File: config.mk
export PLATFORM = sky130hd
export DESIGN_NAME = signed_int_to_radix_digits_unit
export DESIGN_NICKNAME = d
export VERILOG_FILES = /design/src/sitrd_pkg.sv /design/src/signed_int_to_radix_digits_unit.sv
export SDC_FILE = /design/constraint.sdc
export NUM_CORES = 1
export LEC_CHECK = 0
export BUFFER_PORTS_ARGS = -buffer_cell sky130_fd_sc_hd__buf_2
export CAP_MARGIN = 0
export CORE_AREA = 3 3 223 225
export CTS_BUF_LIST = sky130_fd_sc_hd__clkbuf_4 sky130_fd_sc_hd__clkbuf_8
export CTS_CLUSTER_DIAMETER = 50
export DETAILED_ROUTE_END_ITERATION = 8
export DIE_AREA = 0 0 226 228
export PLACE_DENSITY = 0.57
export SLEW_MARGIN = 20
export SYNTH_ARGS = -nofsm -noshare
export SYNTH_HDL_FRONTEND = slang
export SYNTH_SLANG_ARGS = --single-unit
export TNS_END_PERCENT = 5
File: constraint.sdc
create_clock -name i_clk -period 42.4 [get_ports i_clk]
set_clock_uncertainty 0.15 [all_clocks]
set_input_delay 4.24 -clock i_clk [delete_from_list [all_inputs] [get_ports i_clk]]
set_output_delay 4.24 -clock i_clk [all_outputs]
set_load 0.03 [all_outputs]
File: src/sitrd_pkg.sv
`default_nettype none

package sitrd_pkg;

    localparam int ALPHABET_DEPTH = 16;
    localparam int STORE_BYTES    = 16;
    localparam int CFG_W          = 64;
    localparam int NUM_W          = 32;
    localparam int CHAR_W         = 8;
    localparam int MAX_DIGITS     = 32;
    localparam int IDX_W          = $clog2(STORE_BYTES);
    localparam int LEN_W          = $clog2(STORE_BYTES + 1);
    localparam int DIGIT_W        = IDX_W;
    localparam int ND_W           = $clog2(MAX_DIGITS + 1);
    localparam int BUF_IDX_W      = $clog2(MAX_DIGITS);
    localparam int BITS_PER_CYC   = 8;
    localparam int DIV_STEPS      = NUM_W / BITS_PER_CYC;
    localparam int STEP_W         = $clog2(DIV_STEPS);

    localparam logic [CHAR_W-1:0] CH_PLUS  = 8'h2B;
    localparam logic [CHAR_W-1:0] CH_MINUS = 8'h2D;

    localparam logic REG_ALPHA_LOW  = 1'b0;
    localparam logic REG_ALPHA_HIGH = 1'b1;

    localparam logic [2:0] ST_IDLE = 3'd0;
    localparam logic [2:0] ST_CHK  = 3'd1;
    localparam logic [2:0] ST_ZERO = 3'd2;
    localparam logic [2:0] ST_SIGN = 3'd3;
    localparam logic [2:0] ST_DIV  = 3'd4;
    localparam logic [2:0] ST_EMIT = 3'd5;

endpackage

`default_nettype wire

File: src/signed_int_to_radix_digits_unit.sv
// Sequence: an alphabet check over the L alphabet bytes (L = alphabet length), then the
//   digits (D, up to 32) from a shared 8-bit-per-cycle restoring divider, then one
//   character out per cycle while the output does not stall, plus a leading '-' if negative.
//   Input stalls for the whole conversion.
// Reset (synchronous, active low) clears both alphabet registers, the sequencer and the
//   output valid; an empty alphabet is invalid, so numbers give no characters until set.
`default_nettype none

module signed_int_to_radix_digits_unit
    import sitrd_pkg::*;
(
    input  wire logic                    i_clk,
    input  wire logic                    i_rst_n,
    input  wire logic                    i_cfg_we,
    input  wire logic                    i_cfg_idx,
    input  wire logic [CFG_W-1:0]        i_cfg_data,
    input  wire logic                    i_valid,
    output logic                         o_stall,
    input  wire logic signed [NUM_W-1:0] i_number,
    output logic                         o_valid,
    input  wire logic                    i_stall,
    output logic [CHAR_W-1:0]            o_out_char,
    output logic                         o_last
);

    logic [CFG_W-1:0]     r_alpha_low, r_alpha_high;
    logic [2:0]           r_state, n_state;
    logic [IDX_W-1:0]     r_idx, n_idx;
    logic [NUM_W-1:0]     r_mag, n_mag;
    logic [DIGIT_W-1:0]   r_rem, n_rem;
    logic [STEP_W-1:0]    r_step, n_step;
    logic [ND_W-1:0]      r_nd, n_nd;
    logic [DIGIT_W-1:0]   r_buf [MAX_DIGITS];
    logic                 r_ovalid, n_ovalid;
    logic [CHAR_W-1:0]    r_ochar, n_ochar;
    logic                 r_olast, n_olast;
    logic                 r_neg;

    logic [2*CFG_W-1:0]   alpha;
    logic [LEN_W-1:0]     len;
    logic                 bad;
    logic [CHAR_W-1:0]    cur_byte;
    logic [NUM_W-1:0]     div_q;
    logic [DIGIT_W-1:0]   div_r;
    logic                 slot_free;
    logic                 buf_we;
    logic [BUF_IDX_W-1:0] rd_idx;
    logic [ND_W-1:0]      nd_m1;
    logic [NUM_W-1:0]     in_raw;

    assign alpha     = {r_alpha_high, r_alpha_low};
    assign slot_free = !r_ovalid || !i_stall;
    assign o_stall   = (r_state != ST_IDLE);
    assign o_valid   = r_ovalid;
    assign o_out_char = r_ochar;
    assign o_last    = r_olast;
    assign in_raw    = i_number;
    assign nd_m1     = r_nd - ND_W'(1);
    assign rd_idx    = nd_m1[BUF_IDX_W-1:0];

    always_comb begin
        len = LEN_W'(ALPHABET_DEPTH);
        for (int k = ALPHABET_DEPTH - 1; k >= 0; k--) begin
            if (alpha[k*CHAR_W +: CHAR_W] == '0) begin
                len = LEN_W'(k);
            end
        end
    end

    // byte r_idx against '+', '-' and every later byte of the alphabet
    always_comb begin
        cur_byte = alpha[r_idx*CHAR_W +: CHAR_W];
        bad = (cur_byte == CH_PLUS) || (cur_byte == CH_MINUS);
        for (int j = 0; j < ALPHABET_DEPTH; j++) begin
            if (LEN_W'(j) > LEN_W'(r_idx) && LEN_W'(j) < len
                    && alpha[j*CHAR_W +: CHAR_W] == cur_byte) begin
                bad = 1'b1;
            end
        end
    end

    // restoring division by the radix, BITS_PER_CYC quotient bits per cycle
    always_comb begin
        logic [DIGIT_W:0] rem;
        rem   = {1'b0, r_rem};
        div_q = r_mag;
        for (int b = 0; b < BITS_PER_CYC; b++) begin
            rem   = {rem[DIGIT_W-1:0], div_q[NUM_W-1]};
            div_q = {div_q[NUM_W-2:0], 1'b0};
            if (rem >= (DIGIT_W+1)'(len)) begin
                rem      = rem - (DIGIT_W+1)'(len);
                div_q[0] = 1'b1;
            end
        end
        div_r = rem[DIGIT_W-1:0];
    end

    always_comb begin
        n_state  = r_state;
        n_idx    = r_idx;
        n_mag    = r_mag;
        n_rem    = r_rem;
        n_step   = r_step;
        n_nd     = r_nd;
        n_ovalid = r_ovalid && i_stall;
        n_ochar  = r_ochar;
        n_olast  = r_olast;
        buf_we   = 1'b0;
        case (r_state)
            ST_IDLE: begin
                if (i_valid) begin
                    n_mag   = in_raw[NUM_W-1] ? (~in_raw + NUM_W'(1)) : in_raw;
                    n_idx   = '0;
                    n_rem   = '0;
                    n_step  = '0;
                    n_nd    = '0;
                    n_state = ST_CHK;
                end
            end
            ST_CHK: begin
                if (len < LEN_W'(2) || bad) begin
                    n_state = ST_IDLE;
                end else if (LEN_W'(r_idx) == len - LEN_W'(1)) begin
                    if (r_mag == '0) begin
                        n_state = ST_ZERO;
                    end else if (r_neg) begin
                        n_state = ST_SIGN;
                    end else begin
                        n_state = ST_DIV;
                    end
                end else begin
                    n_idx = r_idx + IDX_W'(1);
                end
            end
            ST_ZERO: begin
                if (slot_free) begin
                    n_ovalid = 1'b1;
                    n_ochar  = alpha[CHAR_W-1:0];
                    n_olast  = 1'b1;
                    n_state  = ST_IDLE;
                end
            end
            ST_SIGN: begin
                if (slot_free) begin
                    n_ovalid = 1'b1;
                    n_ochar  = CH_MINUS;
                    n_olast  = 1'b0;
                    n_state  = ST_DIV;
                end
            end
            ST_DIV: begin
                n_mag  = div_q;
                n_rem  = div_r;
                n_step = r_step + STEP_W'(1);
                if (r_step == STEP_W'(DIV_STEPS - 1)) begin
                    buf_we = 1'b1;
                    n_nd   = r_nd + ND_W'(1);
                    n_rem  = '0;
                    if (div_q == '0) begin
                        n_state = ST_EMIT;
                    end
                end
            end
            ST_EMIT: begin
                if (slot_free) begin
                    n_ovalid = 1'b1;
                    n_ochar  = alpha[r_buf[rd_idx]*CHAR_W +: CHAR_W];
                    n_olast  = (r_nd == ND_W'(1));
                    n_nd     = nd_m1;
                    if (r_nd == ND_W'(1)) begin
                        n_state = ST_IDLE;
                    end
                end
            end
            default: begin
                n_state = ST_IDLE;
            end
        endcase
    end

    always_ff @(posedge i_clk) begin
        if (!i_rst_n) begin
            r_state      <= ST_IDLE;
            r_ovalid     <= 1'b0;
            r_alpha_low  <= '0;
            r_alpha_high <= '0;
        end else begin
            r_state  <= n_state;
            r_ovalid <= n_ovalid;
            if (i_cfg_we) begin
                case (i_cfg_idx)
                    REG_ALPHA_LOW:  r_alpha_low  <= i_cfg_data;
                    REG_ALPHA_HIGH: r_alpha_high <= i_cfg_data;
                    default: begin
                    end
                endcase
            end
        end
    end

    always_ff @(posedge i_clk) begin
        r_idx   <= n_idx;
        r_mag   <= n_mag;
        r_rem   <= n_rem;
        r_step  <= n_step;
        r_nd    <= n_nd;
        r_ochar <= n_ochar;
        r_olast <= n_olast;
        if (buf_we) begin
            r_buf[r_nd[BUF_IDX_W-1:0]] <= div_r;
        end
    end

    always_ff @(posedge i_clk) begin
        if (r_state == ST_IDLE && i_valid) begin
            r_neg <= in_raw[NUM_W-1];
        end
    end

endmodule

`default_nettype wire

## After elaboration in Yosys (flattened, before gate mapping)

Memories as Yosys holds them, arrays and structs flattened.
Cells that the tools add are included.

| cells by class | value |
|---|---|
| magnitude comparators | 39 |
| multiplexer cells | 88 |
| bitwise operators | 2 |
| shifts and indexed selects | 2 |
| add/sub/neg operators | 14 |
| reduce and logical (&&, ||, !) cells | 69 |
| equal/unequal tests | 35 |

Operators with widths:

| operator | number |
|---|---|
| 128-bit by 8-bit variable part select with 8-bit output | 2 |
| 8-bit zero test | 16 |
| 8-bit == test | 15 |
| 5-bit 2-to-1 mux | 16 |
| 32-bit zero test | 2 |
| 32-bit 2-to-1 mux | 2 |
| 32-bit one-hot mux with 2 select lines | 1 |
| 4-bit 2-to-1 mux | 12 |
| 5-bit >= comparator | 8 |
| 4-bit by 5-bit less-than comparator with 1-bit output, first input constant | 8 |
| 3-bit 2-to-1 mux | 11 |
| 32-bit by 1-bit adder with 32-bit output, second input constant | 1 |
| 4-bit greater-than comparator, first input constant | 8 |
| 1-bit logical AND | 32 |
| 1-bit 2-to-1 mux | 32 |
| 32-bit NOT | 1 |
| 4-bit subtractor | 8 |
| 8-bit 2-to-1 mux | 3 |
| 8-bit one-hot mux with 3 select lines | 1 |
| 3-bit by 5-bit less-than comparator with 1-bit output, first input constant | 4 |
| 6-bit 2-to-1 mux | 3 |
| 2-bit != test, second input constant | 9 |
| 3-bit one-hot mux with 6 select lines | 1 |
| 6-bit one-hot mux with 3 select lines | 1 |
| 33 further kinds | 52 |

| word-level totals | value |
|---|---|
| output and inout bits | 11 |
| input bits | 102 |
| register bits after elaboration | 190 |
| memories kept | 1 |
| logic and storage cells | 262 |
| RAM bits | 128 |

Memories:

| name | depth | width | rd ports | clocked after Yosys merged registers in | write ports | line | RTL |
|---|---|---|---|---|---|---|---|
| r_buf | 32 | 4 | 1 | 0 | 1 | signed_int_to_radix_digits_unit.sv:33 | `logic [DIGIT_W-1:0] r_buf [MAX_DIGITS];` |

## Logic depth before layout (Yosys ltp)

Gate-level depths: netlist (run 1).

| logic depth | value |
|---|---|
| depth after elaboration | 38 |
| mapped depth | 82 |
| gate-level depth less buffers | 75 |

## Worst setup path before layout (run 1)

Ideal clock, no wire load.

| timing path | value |
|---|---|
| path kind | reg-to-reg |
| start | register r_alpha_high[52] |
| end | memory r_buf[0][0] (netlist bit) (data pin) |
| buffers on the path | 6 |
| path slack | 27.693 ns |
| data arrival time | 14.176 ns |
| data required time | 41.869 ns |
| clock period less this slack | 14.707 ns |
| setup time | 0.381 ns |
| cell stages (with the launch flop) | 74 |
| cell sequence | dfxtp_1 -> or4_1 -> or2_2 -> a221oi_1 -> o21ai_0 -> a21o_1 -> a21o_1 -> ha_1 -> nor2b_1 -> o21ai_0 -> a31oi_1 -> o21ai_0 -> nand2b_1 -> clkbuf_1 -> a21oi_1 -> ha_1 -> a21o_1 -> a21o_1 -> (+38 left out) -> clkbuf_1 -> mux2_2 -> inv_1 -> ha_1 -> nor2b_1 -> o21ai_0 -> nand3b_1 -> a21o_1 -> a21o_1 -> a21oi_1 -> ha_1 -> nor2b_1 -> o21ai_0 -> nand3b_1 -> a21o_1 -> a21o_1 -> clkbuf_1 -> a21oi_1 |

| between the ends | value |
|---|---|
| longest elaborated chain between the ends | 32 |
| elaborated cells on any way between the ends | 40 |
| those cells by class | add/sub: 8; order compare: 8; mux: 23; reduce/logical: 1 |

RTL lines:

| element | line | RTL |
|---|---|---|
| start: declaration | signed_int_to_radix_digits_unit.sv:26 | `logic [CFG_W-1:0] r_alpha_low, r_alpha_high;` |
| start signal: assignment | signed_int_to_radix_digits_unit.sv:193 | `REG_ALPHA_HIGH: r_alpha_high <= i_cfg_data;` |
| 8-bit zero test (*) | signed_int_to_radix_digits_unit.sv:64 | `if (alpha[k*CHAR_W +: CHAR_W] == '0) begin` |
| 5-bit 2-to-1 mux (*) (15 in series) | signed_int_to_radix_digits_unit.sv:64 |  |
| 4-bit subtractor or 5-bit >= comparator (tied branches) | signed_int_to_radix_digits_unit.sv:91, signed_int_to_radix_digits_unit.sv:90 |  |
| 4-bit 2-to-1 mux | signed_int_to_radix_digits_unit.sv:90 | `if (rem >= (DIGIT_W+1)'(len)) begin` |
| 4-bit subtractor or 5-bit >= comparator (tied branches) | signed_int_to_radix_digits_unit.sv:91, signed_int_to_radix_digits_unit.sv:90 |  |
| 4-bit 2-to-1 mux | signed_int_to_radix_digits_unit.sv:90 |  |
| 4-bit subtractor or 5-bit >= comparator (tied branches) | signed_int_to_radix_digits_unit.sv:91, signed_int_to_radix_digits_unit.sv:90 |  |
| 4-bit 2-to-1 mux | signed_int_to_radix_digits_unit.sv:90 |  |
| (+3 left out) | - |  |
| 4-bit 2-to-1 mux | signed_int_to_radix_digits_unit.sv:90 |  |
| 4-bit subtractor or 5-bit >= comparator (tied branches) | signed_int_to_radix_digits_unit.sv:91, signed_int_to_radix_digits_unit.sv:90 |  |
| 4-bit 2-to-1 mux | signed_int_to_radix_digits_unit.sv:90 |  |
| 4-bit subtractor or 5-bit >= comparator (tied branches) | signed_int_to_radix_digits_unit.sv:91, signed_int_to_radix_digits_unit.sv:90 |  |
| 4-bit 2-to-1 mux | signed_int_to_radix_digits_unit.sv:90 |  |
| 5-bit >= comparator | signed_int_to_radix_digits_unit.sv:90 |  |
| 4-bit 2-to-1 mux (*) | signed_int_to_radix_digits_unit.sv:90 |  |
| named net div_r[0] | signed_int_to_radix_digits_unit.sv:44 | `logic [DIGIT_W-1:0] div_r;` |
| end: declaration | signed_int_to_radix_digits_unit.sv:33 |  |

The timed path passes the listed nets; every way through them passes the cells marked *.

## Worst setup path in the final report (run 1)

| timing path | value |
|---|---|
| start | register r_alpha_high[6] |
| end | register r_state[0] |

| between the ends | value |
|---|---|
| longest elaborated chain between the ends | 31 |
| elaborated cells on any way between the ends | 129 |
| those cells by class | add/sub: 8; order compare: 24; eq/ne: 20; shift: 1; mux: 41; reduce/logical: 35 |

RTL lines:

| element | line | RTL |
|---|---|---|
| branches (longest 31 deep; another with 4-bit subtractor) | - |  |
| end signal: assignment | signed_int_to_radix_digits_unit.sv:188 | `r_state <= n_state;` |
| end: declaration | signed_int_to_radix_digits_unit.sv:27 | `logic [2:0] r_state, n_state;` |

Several ways; the timed one is not identified.
A chain may end at the register's enable or synchronous reset.

==> flow_results.xml, run 1 <==
<?xml version="1.0" encoding="UTF-8"?>
<metrics>
  <group name="sta">
    <metric name="finalSetupViolCount" unit="">0</metric>
    <metric name="timing.final.crit_share" unit="%">38.74</metric>
    <metric name="final.setup.tns" unit="ps">0</metric>
    <metric name="max_slew.worst_pin.slew" unit="ps">1056</metric>
    <metric name="layout_min_cycle_time" unit="ps">16420</metric>
    <metric name="final_max_slew_viol_count" unit="">0</metric>
    <metric name="f_max" unit="MHz">60.88</metric>
    <metric name="rsz0062_at_grt" unit="">no</metric>
    <metric name="worst_slew_slack_as_a_fraction_of_its_limit" unit="%">29.58</metric>
    <metric name="hold_viol_final" unit="">0</metric>
  </group>
  <group name="global_route">
    <metric name="antenna_found_initial" unit="">6</metric>
    <metric name="globalRouteTotalUtil" unit="%">28.67</metric>
    <metric name="global_route_wire_length_before_repair" unit="um">110900</metric>
    <metric name="grt_pass1_vias" unit="">16950</metric>
    <metric name="grt_start_max_net_pins" unit="">76</metric>
    <metric name="grt_overflow" unit="">0</metric>
  </group>
  <group name="critical_path">
    <metric name="critical_path.max_stage_delay" unit="ps">650</metric>
    <metric name="critical_path.reg2reg.endpoint" unit="">r_state[0]</metric>
    <metric name="crit_required" unit="ps">42870</metric>
    <metric name="r2r_start" unit="">r_alpha_high[6]</metric>
    <metric name="regToRegSetupSlack" unit="ps">25980</metric>
    <metric name="cp-end-kind" unit="">register</metric>
    <metric name="cpMostUsedCell" unit="">o21ai_0</metric>
    <metric name="reg2regPathDepth" unit="">71</metric>
    <metric name="worst_setup_sp_type" unit="">register</metric>
    <metric name="timing.critical_path.arrival" unit="ps">16890</metric>
    <metric name="crit_type" unit="">reg2reg</metric>
    <metric name="critical_path_peak_fanout" unit="">15</metric>
    <metric name="timing.critical_path.slowest_stage_cell" unit="">a21o_1</metric>
  </group>
  <group name="floorplan">
    <metric name="die_height" unit="um">228</metric>
    <metric name="die-area" unit="mm2">0.05153</metric>
    <metric name="ioPinCount" unit="">113</metric>
    <metric name="die_width" unit="um">226</metric>
    <metric name="rows" unit="">80</metric>
    <metric name="initial_utilization" unit="%">41.97</metric>
    <metric name="core-area" unit="mm2">0.04775</metric>
  </group>
  <group name="run_status">
    <metric name="run_status" unit="">complete, no violations</metric>
  </group>
  <group name="synthesis">
    <metric name="synth_largest_area_cell" unit="">edfxtp_1</metric>
    <metric name="synth.area.mux_share" unit="%">12.76</metric>
    <metric name="synth_fa_ha_area_share" unit="%">4.046</metric>
    <metric name="syn-mean-instance-area" unit="um2">9.710</metric>
    <metric name="ys_dominant_reg_cell" unit="">edfxtp_1</metric>
    <metric name="netlist_area_before_placement" unit="mm2">0.02004</metric>
    <metric name="synth.yosys.seq_area_share" unit="%">41.06</metric>
    <metric name="synth.top_cells.by_area" unit="">edfxtp_1, dfxtp_1, mux4_2</metric>
    <metric name="flop_and_latch_count_out_of_synthesis" unit="">318</metric>
    <metric name="yosysWarnings" unit="">0</metric>
    <metric name="main_combinational_cell_family_by_area_after_synthesis" unit="">simple AND/OR/NAND/NOR gates</metric>
    <metric name="synth_compound_area_share" unit="%">13.48</metric>
    <metric name="synth_edf_count" unit="">186</metric>
    <metric name="synth_top_area_share" unit="%">27.87</metric>
    <metric name="synthDistinctLibCells" unit="">83</metric>
    <metric name="syn-instance-count" unit="">2064</metric>
    <metric name="synth_xor_xnor_area_share" unit="%">7.167</metric>
    <metric name="synth_fp_nets" unit="">2226</metric>
    <metric name="synth_simple_gate_area_share" unit="%">17.97</metric>
    <metric name="postSynth.asyncResetShare" unit="%">0</metric>
  </group>
  <group name="min_path">
    <metric name="cell_depth_of_the_worst_hold_path" unit="">2</metric>
    <metric name="worst_hold_path.endpoint" unit="">r_alpha_high[31]</metric>
    <metric name="worst_hold_path_type" unit="">reg2reg</metric>
    <metric name="worst_hold_startpoint" unit="">r_alpha_high[31]</metric>
  </group>
  <group name="clocking">
    <metric name="cts_resized" unit="">0</metric>
    <metric name="cts.repair_timing.setup_buffer_count" unit="">0</metric>
    <metric name="clock_tree.htree_level_count" unit="">2</metric>
    <metric name="cts_clk_pin_slew_worst_paths" unit="ps">60</metric>
    <metric name="cts.path.max_buffers" unit="">3</metric>
    <metric name="worstSkewPairLatency" unit="ps">700</metric>
    <metric name="ctsRootBufferMaster" unit="">clkbuf_8</metric>
    <metric name="clock_sinks" unit="">318</metric>
    <metric name="cts_made_buffers" unit="">58</metric>
    <metric name="cts-hold-fix-buffers" unit="">0</metric>
    <metric name="tritoncts" unit="">done</metric>
  </group>
  <group name="final_layout">
    <metric name="nNetsFinal" unit="">2308</metric>
    <metric name="area_growth" unit="%">11.77</metric>
    <metric name="drive_above_1_share" unit="%">17.26</metric>
  </group>
  <group name="routing">
    <metric name="number_of_design_rule_violations_left_after_detail_routing" unit="">0</metric>
    <metric name="route.detailed.vias_per_inst" unit="">6.146</metric>
    <metric name="detailedRoute.firstIterationViolations" unit="">1723</metric>
    <metric name="detailedRoute.firstPassIterationCount" unit="">7</metric>
    <metric name="ant_nets" unit="">0</metric>
    <metric name="routedWlPerCell" unit="um">26.56</metric>
    <metric name="route.final.wire_length" unit="um">74780</metric>
    <metric name="num_vias" unit="">17310</metric>
  </group>
  <group name="flow_run">
    <metric name="number_of_violations_of_the_max_capacitance_limit" unit="">0</metric>
  </group>
  <group name="placement">
    <metric name="finalWeightedCongestion" unit="">1.058</metric>
    <metric name="number_of_port_buffers" unit="">112</metric>
    <metric name="place.detailed.hpwl" unit="um">53960</metric>
  </group>
</metrics>
[worst max-delay path, delay by kind of cell (launching register included)]
kind	cells	cell delay [ps]
adder cells (fa/ha/maj)	8	2360
AO/OA/AOI/OAI	36	7760
buffers and inverters	4	300
flip-flops	1	460
multiplexers	3	1100
AND/OR/NAND/NOR	20	4230
[per-layer routing]
| metal | global-route usage [%] | part of all wire (%) | up-vias |
|---|---|---|---|
| met3 | 6.068 | 8.5 | 243 |
| met5 | 0 | 0.017 | - |
| met2 | 44.02 | 45 | 916 |
| met4 | 16.43 | 6.4 | 2 |
| li1 | - | - | 7754 |
| met1 | 37.51 | 40 | 8393 |
[cells in the mapped netlist (all sizes together), types with 11 or more instances]
library cell,count
nor2b,45
a21o,13
nor4,41
a22o,11
inv,39
buf,40
a21oi,191
ha,52
or2,14
xor2,75
and2,15
mux2i,64
nand4,16
and3,17
mux2,29
nand2b,16
or4,27
dfxtp,132
a211oi,36
nor3,16
or3,16
xnor2,89
nand2,375
o21ai,96
nand3,39
nor2,92
a22oi,12
edfxtp,186
mux4,69
clkbuf,84
[registers in the layout (all words and copies together), names as in the netlist]
| name | count |
|---|---|
| r_buf | 128 |
| r_alpha_high | 64 |
| r_alpha_low | 64 |
| r_mag | 32 |
| o_out_char | 8 |
| r_nd | 6 |
| r_idx | 4 |
| r_rem | 4 |
| r_state | 3 |
| r_step | 2 |
| o_last | 1 |
| o_valid | 1 |
| r_neg | 1 |
[placed cells by master (no fill, tap or decap), types with 8 or more instances in the layout]
| cell | instances |
|---|---|
| clkbuf_4 | 24 |
| xnor2_1 | 89 |
| a22o_1 | 11 |
| mux2_2 | 29 |
| nand4_1 | 16 |
| clkbuf_8 | 61 |
| and3_1 | 17 |
| a21o_1 | 13 |
| edfxtp_1 | 186 |
| o22ai_1 | 9 |
| o21ai_0 | 94 |
| xor2_1 | 75 |
| buf_2 | 112 |
| inv_1 | 38 |
| a22oi_1 | 11 |
| nor4_1 | 40 |
| buf_4 | 34 |
| nand3_1 | 39 |
| or2_2 | 12 |
| and2_1 | 14 |
| nor2b_1 | 44 |
| a211oi_1 | 35 |
| nor3_1 | 16 |
| dfxtp_1 | 132 |
| fa_1 | 8 |
| clkinv_1 | 11 |
| mux4_2 | 68 |
| nand2b_1 | 14 |
| nand2_1 | 374 |
| or4_1 | 26 |
| a21oi_1 | 190 |
| o31ai_1 | 9 |
| mux2i_1 | 58 |
| ha_1 | 52 |
| or3_1 | 16 |
| nor2_1 | 91 |
[kinds of logic after synthesis]
kind of cell | Yosys count
compound gates | 441
mux | 162
xor+xnor | 164
flops | 318
buf+inv | 164
fa+ha+maj | 60
simple gates | 755
[layout make-up]
class | instances | area [um2]
inverters | 40 | 152.6
clock inverters | 25 | 226.5
diodes | 5 | 12.51
well taps | 615 | 769.5
fillers | 4540 | 25350
repair buffers | 146 | 815.8
multi-input cells | 1582 | 11170
clock buffers | 85 | 1020
flip-flops and latches | 318 | 8228
[how the worst max path moves through the flow]
stage,start,depth (start not counted),end,slack (ps)
global route,r_alpha_high[6],71,r_state[0],24440
detailed placement,r_alpha_high[6],68,r_buf[8][3],26050
CTS,r_alpha_high[6],71,r_state[0],26010
floorplan,r_alpha_high[52],73,r_buf[0][0],27690
global placement,r_alpha_high[6],71,r_state[0],26420
finish,r_alpha_high[6],71,r_state[0],25980
[stage by stage]
stage	cell area, um2	setup slack (ps)	hold slack (ps)	std cells	util (%)
2_1_floorplan	20040	27690	306.4	2064	-
3_3_place_gp	21130	26420	355.9	2701	44.26
3_5_place_dp	21140	26050	364.2	2701	44.27
4_1_cts	22390	26010	374.6	2811	46.88
5_1_grt	22390	24440	414.0	2811	46.89
6_report	22400	25980	381.8	2816	46.91
Power of run 1 is left out: the tool's default activity adds up to more than one toggle a clock period on the data nets, which glitch-free logic cannot reach.
==> run 2: changes to the inputs <==
--- a/config.mk
+++ b/config.mk
@@ -12,7 +12,7 @@
 export CTS_CLUSTER_DIAMETER = 50
 export DETAILED_ROUTE_END_ITERATION = 8
 export DIE_AREA = 0 0 226 228
-export PLACE_DENSITY = 0.57
+export PLACE_DENSITY = 0.59
 export SLEW_MARGIN = 20
 export SYNTH_ARGS = -nofsm -noshare
 export SYNTH_HDL_FRONTEND = slang
==> constraint.sdc (replaced) <==
create_clock -name i_clk -period 15 [get_ports i_clk]
set_clock_uncertainty 0.15 [all_clocks]
set_input_delay 1.5 -clock i_clk [delete_from_list [all_inputs] [get_ports i_clk]]
set_output_delay 1.5 -clock i_clk [all_outputs]
set_load 0.03 [all_outputs]
==> run 2 against run 1 <==
- global-route usage grew 0.25 points
- critical path depth grew 1
- critical endpoint unchanged
- wire length grew 1.1%
- non-clock buffer count grew 91
- utilization grew 1.5 points
- maximum frequency grew 17%
- first-iteration DRC count shrank 9.8%
- sequential cell count is the same
- register-to-register slack lost 25000 ps
- sequential share of layout area shrank 1.1 points
- die area is the same
==> flow_results.xml, run 2 (synthesized netlist as in run 1, its figures left out) <==
<?xml version="1.0" encoding="UTF-8"?>
<metrics>
  <group name="run_status">
    <metric name="run_status" unit="">complete, no violations</metric>
  </group>
  <group name="critical_path">
    <metric name="worst_setup_sp_type" unit="">register</metric>
    <metric name="number_of_buffers_and_inverters_on_the_critical_path" unit="">4</metric>
    <metric name="timing.critical_path.arrival" unit="ps">14520</metric>
    <metric name="crit_required" unit="ps">15430</metric>
    <metric name="critical_path_peak_fanout" unit="">9</metric>
    <metric name="timing.critical_path.slowest_stage_cell" unit="">nor4_1</metric>
    <metric name="timing.critical_path.max_delay_family" unit="">compound AO/OA/AOI/OAI gates</metric>
    <metric name="crit_type" unit="">reg2reg</metric>
    <metric name="cp-end-kind" unit="">register</metric>
    <metric name="critical_path.max_stage_delay" unit="ps">740</metric>
  </group>
  <group name="clocking">
    <metric name="tritoncts" unit="">done</metric>
    <metric name="clock_tree.htree_level_count" unit="">2</metric>
    <metric name="cts-hold-fix-buffers" unit="">0</metric>
    <metric name="cts.path.max_buffers" unit="">3</metric>
    <metric name="clock_sinks" unit="">318</metric>
    <metric name="cts_made_buffers" unit="">57</metric>
    <metric name="worstSkewPairLatency" unit="ps">680</metric>
    <metric name="ctsRootBufferMaster" unit="">clkbuf_8</metric>
    <metric name="cts_clk_pin_slew_worst_paths" unit="ps">60</metric>
  </group>
  <group name="final_layout">
    <metric name="largest_register_ffs" unit="">128</metric>
    <metric name="layout.cell_area.non_filler" unit="mm2">0.02312</metric>
    <metric name="mostFrequentLayoutCells" unit="">nand2_1, a21oi_1, edfxtp_1, dfxtp_1, buf_4</metric>
    <metric name="area_growth" unit="%">15.36</metric>
    <metric name="drive_above_1_share" unit="%">21.25</metric>
    <metric name="final_common_cell" unit="">nand2_1</metric>
    <metric name="nFillCells" unit="">4484</metric>
    <metric name="finish.cell_count_without_fillers" unit="">2898</metric>
    <metric name="nNetsFinal" unit="">2398</metric>
  </group>
  <group name="floorplan">
    <metric name="ioPinCount" unit="">113</metric>
    <metric name="core-area" unit="mm2">0.04775</metric>
    <metric name="die-area" unit="mm2">0.05153</metric>
    <metric name="die_height" unit="um">228</metric>
    <metric name="rows" unit="">80</metric>
    <metric name="initial_utilization" unit="%">41.97</metric>
    <metric name="die_width" unit="um">226</metric>
  </group>
  <group name="global_route">
    <metric name="grt_start_max_net_pins" unit="">74</metric>
    <metric name="globalRouteTotalUtil" unit="%">28.93</metric>
    <metric name="grt_overflow" unit="">0</metric>
    <metric name="grt_pass1_vias" unit="">17260</metric>
    <metric name="global_route_wire_length_before_repair" unit="um">111400</metric>
    <metric name="antenna_found_initial" unit="">0</metric>
  </group>
  <group name="routing">
    <metric name="wl_met2" unit="um">34890</metric>
    <metric name="detailedRoute.firstIterationViolations" unit="">1554</metric>
    <metric name="ant_nets" unit="">0</metric>
    <metric name="route.detailed.vias_per_inst" unit="">6.019</metric>
    <metric name="route.final.wire_length" unit="um">75600</metric>
    <metric name="detailroute.wirelength.met3" unit="um">5260</metric>
    <metric name="top_signal_layer_used" unit="">met4</metric>
    <metric name="num_vias" unit="">17440</metric>
    <metric name="routedWlPerCell" unit="um">26.09</metric>
    <metric name="met1_length" unit="um">30600</metric>
    <metric name="number_of_design_rule_violations_left_after_detail_routing" unit="">0</metric>
    <metric name="detailedRoute.firstPassIterationCount" unit="">8</metric>
  </group>
  <group name="placement">
    <metric name="place.detailed.hpwl" unit="um">56040</metric>
    <metric name="number_of_port_buffers" unit="">112</metric>
    <metric name="finalWeightedCongestion" unit="">1.055</metric>
    <metric name="place_worst_setup_slack" unit="ps">-149.3</metric>
    <metric name="post-place-cells" unit="">2787</metric>
    <metric name="detailed_place.area" unit="mm2">0.02177</metric>
  </group>
  <group name="sta">
    <metric name="layout_min_cycle_time" unit="ps">14090</metric>
    <metric name="timing.final.crit_share" unit="%">93.91</metric>
    <metric name="max_slew.worst_pin.slew" unit="ps">1069</metric>
    <metric name="fin_ws" unit="ps">914.0</metric>
    <metric name="hold_viol_final" unit="">0</metric>
    <metric name="finalSetupViolCount" unit="">0</metric>
    <metric name="worst_slew_slack_as_a_fraction_of_its_limit" unit="%">28.05</metric>
    <metric name="hold_slack" unit="ps">369.0</metric>
    <metric name="f_max" unit="MHz">70.99</metric>
    <metric name="final_max_slew_viol_count" unit="">0</metric>
  </group>
  <group name="min_path">
    <metric name="worst_hold_path_type" unit="">reg2reg</metric>
  </group>
  <group name="flow_run">
    <metric name="number_of_violations_of_the_max_capacitance_limit" unit="">0</metric>
  </group>
</metrics>
==> run 2: changes by cell type in the layout (fill, tap and decap cells not counted), sizes merged <==
cell,change
diode,-4
clkinvlp,+1
bufinv,+2
clkbuf,-12
buf,+91
clkinv,+4
==> run 2: metrics by stage <==
stage	utilization, %	TNS (ps)
floorplan	-	0
global placement	45.59	0
detailed placement	45.59	-4746
CTS	48.17	0
global route	48.41	-25.30
finish	48.42	0
==> run 2: tightest hold or removal path: cells and delay by family (launching register included) <==
kind,cells,cell delay (ps)
compound gates,1,50
flops,1,350
simple gates,1,70
==> run 2: repair_timing <==
| item | 4_1_cts | 5_1_grt |
|---|---|---|
| gates cloned | 0 | 0 |
| setup endpoints to repair | 33 | 134 |
| pin swaps | 0 | 2 |
| resized for setup | 4 | 25 |
| buffers inserted | 0 | 5 |
| hold endpoints to repair | 0 | 0 |
==> run 2: worst paths after layout <==
kind                                        from               end  slack, ps  depth (start not counted)
worst max register to register  r_alpha_high[23]        r_state[0]        910                         72
worst min-delay path            r_alpha_high[53]  r_alpha_high[53]        370                          2
worst min register to register  r_alpha_high[53]  r_alpha_high[53]        370                          2
worst max-delay path            r_alpha_high[23]        r_state[0]        910                         72
==> run 2: layer usage <==
| metal | vias up | global-route usage [%] |
|---|---|---|
| met3 | 230 | 4.770 |
| met1 | 8481 | 37.41 |
| li1 | 7913 | - |
| met4 | 0 | 15.91 |
| met5 | - | 0 |
| met2 | 818 | 46.22 |
==> run 2: layout make-up <==
cell class              count  area (um2)  share of cell area (%)
inverters                  40       152.6                  0.6603
multi-input cells        1582       11260                   48.69
clock buffers              73       917.1                   3.967
repair buffers            237        1499                   6.484
well taps                 615       769.5                   3.328
clock inverters            32       294.0                   1.272
flip-flops and latches    318        8228                   35.59
diodes                      1       2.502                 0.01082
Power of run 2 is left out for the same reason.
==> run 3: changes to the inputs <==
==> constraint.sdc (replaced) <==
create_clock -name i_clk -period 12.6 [get_ports i_clk]
set_clock_uncertainty 0.15 [all_clocks]
set_input_delay 1.26 -clock i_clk [delete_from_list [all_inputs] [get_ports i_clk]]
set_output_delay 1.26 -clock i_clk [all_outputs]
set_load 0.03 [all_outputs]
==> run 3 against run 2 <==
- the flow now finishes with violations (setup timing)
- via count grew 0.83%
- sequential cell count is the same
- wire length shrank 4.6%
- clock-buffer cell count grew 3
- critical path depth shrank 7
- cell count grew 4.4%
- global-route usage shrank 1.5 points
- register-to-register slack lost 1200 ps
- critical path type unchanged
- critical endpoint unchanged
==> flow_results.xml, run 3 (synthesized netlist as in run 1, its figures left out) <==
<?xml version="1.0" encoding="UTF-8"?>
<metrics>
  <group name="sta">
    <metric name="hold_viol_final" unit="">0</metric>
    <metric name="timing.final.crit_share" unit="%">102.3</metric>
    <metric name="worst_slew_slack_as_a_fraction_of_its_limit" unit="%">33.33</metric>
    <metric name="hold_slack" unit="ps">403.9</metric>
    <metric name="rsz0062_at_grt" unit="">yes</metric>
    <metric name="final.setup.tns" unit="ps">-292.0</metric>
    <metric name="finalSetupViolCount" unit="">1</metric>
    <metric name="f_max" unit="MHz">77.57</metric>
    <metric name="layout_min_cycle_time" unit="ps">12890</metric>
    <metric name="final_max_slew_viol_count" unit="">0</metric>
    <metric name="fin_ws" unit="ps">-292.0</metric>
    <metric name="max_slew.worst_pin.slew" unit="ps">1000</metric>
  </group>
  <group name="final_layout">
    <metric name="drive_above_1_share" unit="%">26.84</metric>
    <metric name="largest_register_ffs" unit="">128</metric>
    <metric name="antenna_cells_inserted" unit="">0</metric>
    <metric name="finish.utilization" unit="%">51.30</metric>
    <metric name="final_common_cell" unit="">nand2_1</metric>
    <metric name="area_growth" unit="%">22.23</metric>
    <metric name="mostFrequentLayoutCells" unit="">nand2_1, buf_4, edfxtp_1, a21oi_1, dfxtp_1</metric>
    <metric name="nNetsFinal" unit="">2528</metric>
  </group>
  <group name="clocking">
    <metric name="clock_tree.htree_level_count" unit="">2</metric>
    <metric name="clock_sinks" unit="">318</metric>
    <metric name="tritoncts" unit="">done</metric>
    <metric name="cts_clk_pin_slew_worst_paths" unit="ps">60</metric>
    <metric name="cts.path.max_buffers" unit="">3</metric>
    <metric name="worstSkewPairLatency" unit="ps">670</metric>
    <metric name="cts_made_buffers" unit="">55</metric>
    <metric name="ctsRootBufferMaster" unit="">clkbuf_8</metric>
  </group>
  <group name="routing">
    <metric name="detailedRoute.firstIterationViolations" unit="">1501</metric>
    <metric name="number_of_design_rule_violations_left_after_detail_routing" unit="">0</metric>
    <metric name="route.detailed.vias_per_inst" unit="">5.812</metric>
    <metric name="ant_nets" unit="">0</metric>
    <metric name="detailedRoute.firstPassIterationCount" unit="">5</metric>
    <metric name="route.final.wire_length" unit="um">72160</metric>
    <metric name="num_vias" unit="">17590</metric>
    <metric name="routedWlPerCell" unit="um">23.85</metric>
  </group>
  <group name="global_route">
    <metric name="antenna_found_initial" unit="">1</metric>
    <metric name="grt_start_max_net_pins" unit="">86</metric>
    <metric name="grt_pass1_vias" unit="">17430</metric>
    <metric name="globalRouteTotalUtil" unit="%">27.45</metric>
    <metric name="global_route_wire_length_before_repair" unit="um">107300</metric>
    <metric name="grt_overflow" unit="">0</metric>
  </group>
  <group name="flow_run">
    <metric name="number_of_violations_of_the_max_capacitance_limit" unit="">0</metric>
  </group>
  <group name="min_path">
    <metric name="worst_hold_path_type" unit="">reg2reg</metric>
  </group>
  <group name="critical_path">
    <metric name="critical_path_peak_fanout" unit="">5</metric>
    <metric name="crit_required" unit="ps">12980</metric>
    <metric name="timing.critical_path.slowest_stage_cell" unit="">or4_4</metric>
    <metric name="worst_setup_sp_type" unit="">register</metric>
    <metric name="critical_path.max_stage_delay" unit="ps">550</metric>
    <metric name="crit_type" unit="">reg2reg</metric>
    <metric name="timing.critical_path.arrival" unit="ps">13270</metric>
    <metric name="cp-end-kind" unit="">register</metric>
    <metric name="number_of_buffers_and_inverters_on_the_critical_path" unit="">6</metric>
    <metric name="timing.critical_path.max_delay_family" unit="">compound AO/OA/AOI/OAI gates</metric>
  </group>
  <group name="floorplan">
    <metric name="die_height" unit="um">228</metric>
    <metric name="core-area" unit="mm2">0.04775</metric>
    <metric name="initial_utilization" unit="%">41.97</metric>
    <metric name="die_width" unit="um">226</metric>
    <metric name="die-area" unit="mm2">0.05153</metric>
    <metric name="rows" unit="">80</metric>
    <metric name="ioPinCount" unit="">113</metric>
  </group>
  <group name="placement">
    <metric name="place.detailed.hpwl" unit="um">54220</metric>
    <metric name="place_worst_setup_slack" unit="ps">-541.6</metric>
    <metric name="finalWeightedCongestion" unit="">1.008</metric>
    <metric name="number_of_port_buffers" unit="">112</metric>
  </group>
  <group name="run_status">
    <metric name="violated_checks" unit="">setup timing</metric>
    <metric name="run_status" unit="">complete, but fails checks</metric>
  </group>
</metrics>
## run 3: cell types whose count changed in the layout (fill, tap and decap cells not counted), sizes merged
cell and delta:
bufinv -1, clkbuf +3, inv +1, buf +132
clkinv -4, clkinvlp -2, diode -1
## run 3: cell type report
type,count,area (um2)
fillers,4388,23250
multi-input cells,1582,11590
flip-flops and latches,318,8230
repair buffers,369,2584
clock buffers,76,933.4
well taps,615,769.5
clock inverters,26,234.0
inverters,40,155.1
## run 3: path summary, 6_finish.rpt
path	to	start	depth (start not counted)	slack, ps
setup reg to reg	r_state[0]	r_alpha_high[52]	65	-290
setup / recovery	r_state[0]	r_alpha_high[52]	65	-290
hold reg to reg	r_mag[23]	r_mag[15]	2	400
hold / removal	r_mag[23]	r_mag[15]	2	400
## run 3: tightest hold or removal path, cell delays in order, from the launching register on
cell and delay [ps]:
edfxtp_1 340, nand2_1 50, o21ai_0 60
## run 3: timing repair
action,4_1_cts,5_1_grt
setup endpoints to repair,132,134
hold buffers,0,0
pin swaps,9,41
setup buffers,5,12
gates resized for setup,7,47
## run 3: metal layers
layer	global-route usage (%)	vias up	routed length (um)
met2	44.95	715	33960
met5	0	-	17
met3	5.863	214	5081
met4	13.43	2	4282
met1	34.38	8491	28810
li1	-	8165	-
## run 3: through the flow
step           area (um2)  std cells
6_report            24490       3026
5_1_grt             24490       3026
4_1_cts             24140       3014
3_5_place_dp        22900       2907
3_3_place_gp        22900       2907
2_1_floorplan       20250       2064
Power of run 3 is left out for the same reason.
